File: config.mk
export PLATFORM = sky130hd
export DESIGN_NAME = url_percent_decoder_flat
export DESIGN_NICKNAME = d
export VERILOG_FILES = /design/src/hw/rtl/upd_pkg.sv /design/src/hw/rtl/upd_if.sv /design/src/hw/rtl/upd_front.sv /design/src/hw/rtl/upd_queue.sv /design/src/hw/rtl/upd_back.sv /design/src/hw/rtl/url_percent_decoder.sv /design/src/flat_wrapper.sv
export SDC_FILE = /design/constraint.sdc
export NUM_CORES = 1
export LEC_CHECK = 0
export ABC_AREA = 1
export BUFFER_PORTS_ARGS = -buffer_cell sky130_fd_sc_hd__buf_4
export CAP_MARGIN = 20
export CORE_ASPECT_RATIO = 0.75
export CORE_UTILIZATION = 40
export DETAILED_ROUTE_END_ITERATION = 7
export PLACE_DENSITY = 0.56
export SLEW_MARGIN = 0
export SYNTH_ARGS = -nofsm -noshare
export SYNTH_HDL_FRONTEND = slang
export SYNTH_SLANG_ARGS = --single-unit
File: constraint.sdc
create_clock -name i_clk -period 6.8 [get_ports i_clk]
set_input_delay 0.34 -clock i_clk [delete_from_list [all_inputs] [get_ports i_clk]]
set_output_delay 0.34 -clock i_clk [all_outputs]
set_load 0.01 [all_outputs]
File: src/hw/rtl/upd_pkg.sv
// ----------------------------------------------------------------------------
// upd_pkg
// shared types, constants and hex helpers for the url percent decoder
// ----------------------------------------------------------------------------
`default_nettype none

package upd_pkg;

    localparam logic [7:0] CH_PERCENT = 8'h25;
    localparam logic [7:0] CH_PLUS    = 8'h2B;
    localparam logic [7:0] CH_SPACE   = 8'h20;

    localparam int QDEPTH = 4;
    localparam int QAW    = $clog2(QDEPTH);

    localparam int         PADDR_W       = 3;
    localparam int         PDATA_W       = 32;
    localparam logic [PADDR_W-1:0] REG_PLUS_ADDR = 3'd0;

    localparam logic [1:0] HELD_NONE  = 2'd0;
    localparam logic [1:0] HELD_PCT   = 2'd1;
    localparam logic [1:0] HELD_DIGIT = 2'd2;

    // one accepted byte worth of output, first byte in slot 0
    typedef struct packed {
        logic [2:0][7:0] bytes;
        logic [1:0]      count;
        logic            last;
    } t_job;

    function automatic logic hex_ok(input logic [7:0] b);
        return (b >= 8'h30 && b <= 8'h39) || (b >= 8'h41 && b <= 8'h46) ||
               (b >= 8'h61 && b <= 8'h66);
    endfunction

    function automatic logic [3:0] hex_nibble(input logic [7:0] b);
        logic [3:0] v;
        v = 4'd0;
        if (b >= 8'h30 && b <= 8'h39) begin
            v = 4'(b - 8'h30);
        end else if (b >= 8'h61 && b <= 8'h66) begin
            v = 4'(b - 8'h61 + 8'd10);
        end else if (b >= 8'h41 && b <= 8'h46) begin
            v = 4'(b - 8'h41 + 8'd10);
        end
        return v;
    endfunction

endpackage

`default_nettype wire

File: src/hw/rtl/upd_if.sv
// ----------------------------------------------------------------------------
// upd_if
// valid/ready channels for raw input bytes and decoded output bytes
// ----------------------------------------------------------------------------
`default_nettype none

interface upd_in_if;
    logic       valid;
    logic       ready;
    logic [7:0] in_byte;
    logic       in_last;

    modport source (output valid, output in_byte, output in_last, input ready);
    modport sink   (input valid, input in_byte, input in_last, output ready);
endinterface

interface upd_out_if;
    logic       valid;
    logic       ready;
    logic [7:0] out_byte;
    logic       out_last;

    modport source (output valid, output out_byte, output out_last, input ready);
    modport sink   (input valid, input out_byte, input out_last, output ready);
endinterface

`default_nettype wire

File: src/hw/rtl/upd_front.sv
// ----------------------------------------------------------------------------
// upd_front
// accepts raw bytes, tracks the open escape and builds output jobs
// ----------------------------------------------------------------------------
`default_nettype none

module upd_front
    import upd_pkg::*;
(
    input  wire logic i_clk,
    input  wire logic i_rst_n,
    input  wire logic i_plus_to_space,
    input  wire logic i_q_full,
    upd_in_if.sink    i_in,
    output t_job      o_job,
    output logic      o_push
);

    logic [1:0] r_held_count, n_held_count;
    logic [7:0] r_held_digit, n_held_digit;

    logic       accept;
    logic [7:0] b;
    logic       last;
    logic       b_hex;
    logic       fr_emit;
    logic [7:0] fr_byte;
    logic [1:0] fr_held;
    t_job       job;

    assign i_in.ready = !i_q_full;
    assign accept     = i_in.valid && !i_q_full;
    assign b          = i_in.in_byte;
    assign last       = i_in.in_last;
    assign b_hex      = hex_ok(b);

    // byte handled with nothing held
    always_comb begin
        fr_emit = !(b == CH_PERCENT && !last);
        fr_byte = (b == CH_PLUS && i_plus_to_space) ? CH_SPACE : b;
        fr_held = fr_emit ? HELD_NONE : HELD_PCT;
    end

    always_comb begin
        job          = '0;
        job.last     = last;
        n_held_count = HELD_NONE;
        n_held_digit = r_held_digit;
        case (r_held_count)
            HELD_PCT: begin
                if (b_hex && !last) begin
                    n_held_count = HELD_DIGIT;
                    n_held_digit = b;
                end else if (b_hex) begin
                    job.bytes[0] = CH_PERCENT;
                    job.bytes[1] = b;
                    job.count    = 2'd2;
                end else begin
                    job.bytes[0] = CH_PERCENT;
                    job.bytes[1] = fr_byte;
                    job.count    = fr_emit ? 2'd2 : 2'd1;
                    n_held_count = fr_held;
                end
            end
            HELD_DIGIT: begin
                if (b_hex) begin
                    job.bytes[0] = {hex_nibble(r_held_digit), hex_nibble(b)};
                    job.count    = 2'd1;
                end else begin
                    job.bytes[0] = CH_PERCENT;
                    job.bytes[1] = r_held_digit;
                    job.bytes[2] = fr_byte;
                    job.count    = fr_emit ? 2'd3 : 2'd2;
                    n_held_count = fr_held;
                end
            end
            default: begin
                job.bytes[0] = fr_byte;
                job.count    = fr_emit ? 2'd1 : 2'd0;
                n_held_count = fr_held;
            end
        endcase
    end

    always_ff @(posedge i_clk) begin
        if (!i_rst_n) begin
            r_held_count <= HELD_NONE;
            r_held_digit <= 8'd0;
        end else if (accept) begin
            r_held_count <= n_held_count;
            r_held_digit <= n_held_digit;
        end
    end

    assign o_job  = job;
    assign o_push = accept && (job.count != 2'd0);

endmodule

`default_nettype wire

File: src/hw/rtl/upd_queue.sv
// ----------------------------------------------------------------------------
// upd_queue
// short job fifo between the front and back halves
// ----------------------------------------------------------------------------
`default_nettype none

module upd_queue
    import upd_pkg::*;
(
    input  wire logic i_clk,
    input  wire logic i_rst_n,
    input  wire logic i_push,
    input  t_job      i_job,
    input  wire logic i_pop,
    output t_job      o_head,
    output logic      o_full,
    output logic      o_empty
);

    t_job             r_mem [QDEPTH];
    logic [QAW-1:0]   r_wr_ptr;
    logic [QAW-1:0]   r_rd_ptr;
    logic [QAW:0]     r_fill;

    assign o_full  = (r_fill == (QAW+1)'(QDEPTH));
    assign o_empty = (r_fill == '0);
    assign o_head  = r_mem[r_rd_ptr];

    always_ff @(posedge i_clk) begin
        if (i_push) begin
            r_mem[r_wr_ptr] <= i_job;
        end
    end

    always_ff @(posedge i_clk) begin
        if (!i_rst_n) begin
            r_wr_ptr <= '0;
            r_rd_ptr <= '0;
            r_fill   <= '0;
        end else begin
            if (i_push) begin
                r_wr_ptr <= r_wr_ptr + 1'b1;
            end
            if (i_pop) begin
                r_rd_ptr <= r_rd_ptr + 1'b1;
            end
            case ({i_push, i_pop})
                2'b10:   r_fill <= r_fill + 1'b1;
                2'b01:   r_fill <= r_fill - 1'b1;
                default: r_fill <= r_fill;
            endcase
        end
    end

endmodule

`default_nettype wire

File: src/hw/rtl/upd_back.sv
// ----------------------------------------------------------------------------
// upd_back
// walks the head job one byte per transfer into the output register
// ----------------------------------------------------------------------------
`default_nettype none

module upd_back
    import upd_pkg::*;
(
    input  wire logic i_clk,
    input  wire logic i_rst_n,
    input  t_job      i_head,
    input  wire logic i_empty,
    output logic      o_pop,
    upd_out_if.source o_out
);

    logic       r_valid;
    logic [7:0] r_byte;
    logic       r_last;
    logic [1:0] r_idx;

    logic load;
    logic take;
    logic is_final;

    assign load     = !r_valid || o_out.ready;
    assign take     = load && !i_empty;
    assign is_final = (r_idx == 2'(i_head.count - 2'd1));
    assign o_pop    = take && is_final;

    always_ff @(posedge i_clk) begin
        if (!i_rst_n) begin
            r_valid <= 1'b0;
            r_idx   <= 2'd0;
        end else if (take) begin
            r_valid <= 1'b1;
            r_idx   <= is_final ? 2'd0 : r_idx + 2'd1;
        end else if (o_out.ready) begin
            r_valid <= 1'b0;
        end
    end

    always_ff @(posedge i_clk) begin
        if (take) begin
            r_byte <= i_head.bytes[r_idx];
            r_last <= i_head.last && is_final;
        end
    end

    assign o_out.valid    = r_valid;
    assign o_out.out_byte = r_byte;
    assign o_out.out_last = r_last;

endmodule

`default_nettype wire

File: src/hw/rtl/url_percent_decoder.sv
// ----------------------------------------------------------------------------
// url_percent_decoder
// streaming percent decoder with optional plus-to-space mapping
// ----------------------------------------------------------------------------
// path: decoded bytes pass through the job queue, then the output register
// throughput: one input byte per cycle unless the queue is full, one output
//   byte per cycle while ready is high; an input that yields two or three
//   bytes takes as many transfers, and the four-entry job queue absorbs it
// reset: synchronous active low, clears escape state, queue and register
`default_nettype none

module url_percent_decoder
    import upd_pkg::*;
(
    input  wire logic               i_clk,
    input  wire logic               i_rst_n,
    upd_in_if.sink                  i_in,
    upd_out_if.source               o_out,
    input  wire logic               psel,
    input  wire logic               penable,
    input  wire logic               pwrite,
    input  wire logic [PADDR_W-1:0] paddr,
    input  wire logic [PDATA_W-1:0] pwdata,
    output logic      [PDATA_W-1:0] prdata,
    output logic                    pready
);

    logic r_plus_to_space;
    logic plus_sel;
    t_job front_job;
    t_job head_job;
    logic push;
    logic pop;
    logic q_full;
    logic q_empty;

    assign pready   = 1'b1;
    assign plus_sel = (paddr[PADDR_W-1:2] == REG_PLUS_ADDR[PADDR_W-1:2]);

    always_ff @(posedge i_clk) begin
        if (!i_rst_n) begin
            r_plus_to_space <= 1'b0;
        end else if (psel && penable && pwrite && plus_sel) begin
            r_plus_to_space <= pwdata[0];
        end
    end

    assign prdata = plus_sel ? {{(PDATA_W-1){1'b0}}, r_plus_to_space} : '0;

    upd_front u_front (
        .i_clk           (i_clk),
        .i_rst_n         (i_rst_n),
        .i_plus_to_space (r_plus_to_space),
        .i_q_full        (q_full),
        .i_in            (i_in),
        .o_job           (front_job),
        .o_push          (push)
    );

    upd_queue u_queue (
        .i_clk   (i_clk),
        .i_rst_n (i_rst_n),
        .i_push  (push),
        .i_job   (front_job),
        .i_pop   (pop),
        .o_head  (head_job),
        .o_full  (q_full),
        .o_empty (q_empty)
    );

    upd_back u_back (
        .i_clk   (i_clk),
        .i_rst_n (i_rst_n),
        .i_head  (head_job),
        .i_empty (q_empty),
        .o_pop   (pop),
        .o_out   (o_out)
    );

endmodule

`default_nettype wire

File: src/flat_wrapper.sv
// flat-port wrapper written by rule: the top's interface ports become plain ports
module url_percent_decoder_flat import upd_pkg::*;
  (i_clk, i_rst_n, psel, penable, pwrite, paddr, pwdata, prdata, pready, i_in_valid, i_in_in_byte, i_in_in_last, i_in_ready, o_out_valid, o_out_out_byte, o_out_out_last, o_out_ready);
  upd_in_if i_in_i ();
  upd_out_if o_out_i ();
  input  wire logic i_clk;
  input  wire logic i_rst_n;
  input  wire logic psel;
  input  wire logic penable;
  input  wire logic pwrite;
  input  wire logic [PADDR_W-1:0] paddr;
  input  wire logic [PDATA_W-1:0] pwdata;
  output logic      [PDATA_W-1:0] prdata;
  output logic pready;
  input wire logic [$bits(i_in_i.valid)-1:0] i_in_valid;
  input wire logic [$bits(i_in_i.in_byte)-1:0] i_in_in_byte;
  input wire logic [$bits(i_in_i.in_last)-1:0] i_in_in_last;
  output wire logic [$bits(i_in_i.ready)-1:0] i_in_ready;
  output wire logic [$bits(o_out_i.valid)-1:0] o_out_valid;
  output wire logic [$bits(o_out_i.out_byte)-1:0] o_out_out_byte;
  output wire logic [$bits(o_out_i.out_last)-1:0] o_out_out_last;
  input wire logic [$bits(o_out_i.ready)-1:0] o_out_ready;
  assign i_in_i.valid = i_in_valid;
  assign i_in_i.in_byte = i_in_in_byte;
  assign i_in_i.in_last = i_in_in_last;
  assign i_in_ready = i_in_i.ready;
  assign o_out_valid = o_out_i.valid;
  assign o_out_out_byte = o_out_i.out_byte;
  assign o_out_out_last = o_out_i.out_last;
  assign o_out_i.ready = o_out_ready;
  url_percent_decoder u_core (.i_clk(i_clk), .i_rst_n(i_rst_n), .i_in(i_in_i), .o_out(o_out_i), .psel(psel), .penable(penable), .pwrite(pwrite), .paddr(paddr), .pwdata(pwdata), .prdata(prdata), .pready(pready));
endmodule
==> metrics.txt <==
status=complete, no violations; CTS tree=built; Initial Utilization=41.7%; Layout area overhead=14.2%; die area=16700 sq um; antenna viol nets, final=0; max_cap viols=0; Final Wtd Congestion=between 0.9 and 1; total track usage=18.2%; total CTS buffers=17; Die H=112 um; post-synthesis sequential area ratio=between 60% and 70%; CP arrival=3.40 ns; R2R depth=16; post-CTS setup buffer count=0; Bufs on Longest Clock Path=2; first-pass GRT wire length=22600 um; later-pin clock latency in the skew report=between 0.4 and 0.5 ns; Yosys top cell area share=54.3%; Mapped Cells=591; TritonRoute pass-1 iters=5; final hold slack=0.135 ns; most common cell after layout, fill and taps aside=edfxtp_1; hold depth=2; cell taking the most area after synthesis=edfxtp_1; Peak VDD IR=0.203 mV; EDFF count, synth=about 120; ys async rst share=0%; Worst Tran Pin Value=0.838 ns; required time of the worst setup path=about 7.1 ns; # DRC=0; post-synth cell types=43; Die W=149 um; final non-filler cell total=841; IO Pins=95; IO Port Bufs=29; Rows=39; Leakage=~2.7 nW; max frequency=322 MHz; nets@finish=688; crit end category=register; via count=4326; ANT cells=0; final hold viol count=0; FF+latch count, synth=140; initial antenna violation count=0; Cell Area, Synth=6460 sq um; Hold Buf Count CTS=0; number of global-route vias before repair=4116; most frequent cells in the layout=edfxtp_1 (117), nor2_1 (75), o21ai_0 (74); critical path class=register to register; Synth area leaders=edfxtp_1 (54%), dfxtp_1 (7.1%), o21ai_0 (5.7%); Ys Warns=0; DRT iter0 DRCs=353; total power=2.82 mW; Slew headroom=43.9%; Layout Skew=0.00923 ns; largest net degree at the start of global routing=56; PD cells=382 nW/um^2; DP HPWL=9130 um; fin crit period=3.10 ns; fin. max-slew vios=0; H-tree depth=4; share of post-route cells with drive strength above 1=15.7%; kind of start point of the critical path=register; period utilisation layout=45.6%; DP Worst Slack=3.69 ns; HP Class=primary input to register; placed cells=between 800 and 900; Root Buffer=clkbuf_16; WL/cell=about 17 um; Vias/cell=5.14; total core area=15500 sq um; crit-path max FO=55; RSZ-0062 raised after global routing=false; Fin Setup TNS=0 ns; Setup violations, final=0; TritonCTS Sinks=140; Routed WL=14400 um; syn_area_per_cell=around 11 sq um; setup slack after layout=3.70 ns; ys flop type=edfxtp_1; total grt overflow=0; clk slew on worst S/H paths=0.06 ns; post-cts sizing count=0
final timing paths:
kind,from,endpoint,slack (ns)
min reg2reg,u_core.u_queue.r_fill[0],u_core.u_queue.r_fill[0],0.48
max reg2reg,register,u_core.u_queue.r_fill[2],3.70
min,i_in_in_byte[4],u_core.u_front.r_held_digit[6],0.14
max,register,u_core.u_queue.r_fill[2],3.70
cells in the mapped netlist (3+ instances only):
| library cell | n |
|---|---|
| a21oi_1 | 19 |
| a32o_1 | 4 |
| buf_4 | 33 |
| clkbuf_1 | 16 |
| dfxtp_1 | 23 |
| edfxtp_1 | 117 |
| ha_1 | 13 |
| inv_1 | 45 |
| inv_2 | 6 |
| nand2_1 | 56 |
| nand2_2 | 5 |
| nand3_1 | 15 |
| nand3_2 | 3 |
| nand3_4 | 3 |
| nand4_1 | 3 |
| nor2_1 | 79 |
| o211ai_1 | 8 |
| o21ai_0 | 74 |
| o21ai_1 | 5 |
| o221ai_1 | 12 |
| o22ai_1 | 18 |
| xor2_1 | 5 |
power breakdown:
| group | switching (mW) | internal [mW] |
|---|---|---|
| Combinational | 0.499 | 0.244 |
| Sequential | 0.0484 | 1.10 |
| Clock | 0.375 | 0.555 |
| Total | 0.923 | 1.90 |
flip-flops by register name (all words and copies together), names as in the netlist, named ones only:
| register | flops |
|---|---|
| u_core.u_queue.r_mem | 108 |
| u_core.u_front.r_held_digit | 8 |
| u_core.u_back.o_out.out_last | 1 |
| u_core.u_back.r_idx | 2 |
| u_core.u_queue.r_rd_ptr | 2 |
| u_core.u_queue.r_wr_ptr | 2 |
| u_core.u_queue.r_fill | 3 |
| u_core.u_back.o_out.valid | 1 |
| u_core.u_back.o_out.out_byte | 8 |
| u_core.u_front.r_held_count | 2 |
| u_core.r_plus_to_space | 1 |
layer usage:
| layer | GRT usage, % | vias to the layer above | share of wire, % |
|---|---|---|---|
| li1 | - | 2105 | - |
| met1 | 26.3 | 2081 | 49 |
| met2 | 27.0 | 119 | 44 |
| met3 | 4.07 | 21 | 5.1 |
| met4 | 6.19 | 0 | 1.4 |
| met5 | 0 | - | 0 |
final cells by class:
type / count / area, sq um
clock buffer: 17 / 425
clock inverter: 15 / 183
fill: 1419 / 8140
inverter: 53 / 204
multi-input combinational: 375 / 2070
sequential: 140 / 3970
tap: 205 / 256
timing repair buffer: 36 / 270
worst max-delay path: stages, from the launching register on:
cell and delay, ns:
dfxtp_1 0.31, buf_4 0.48, inv_6 0.28, nand2_1 0.13, nand3_1 0.07, nand2_1 0.13
xor2_1 0.09, o21ai_2 0.11, nand3_4 0.14, inv_2 0.10, ha_1 0.14, inv_1 0.07
fa_1 0.43, a21oi_1 0.14, o21ai_0 0.11, o21ai_0 0.15, a21oi_1 0.06
cell families (layout without fill, tap and decap cells):
kind of cell / after synthesis / after routing / share of synthesized area, %
compound gates: 152 / 152 / 14.2
fa+ha+maj: 14 / 14 / 2.83
buf+inv: 106 / 121 / 8.42
xor+xnor: 6 / 6 / 0.929
other cells: 2 / 32 / 0.116
simple gates: 171 / 171 / 12.1
flops: 140 / 140 / 61.5
per-stage QoR:
step           instance area [sq um]  util (%)
3_3_place_gp                    6770      43.7
2_1_floorplan                   6580         -
6_report                        7380      47.6
3_5_place_dp                    6770      43.7
4_1_cts                         7380      47.6
5_1_grt                         7380      47.6
Power figures use the tool's default switching activity.
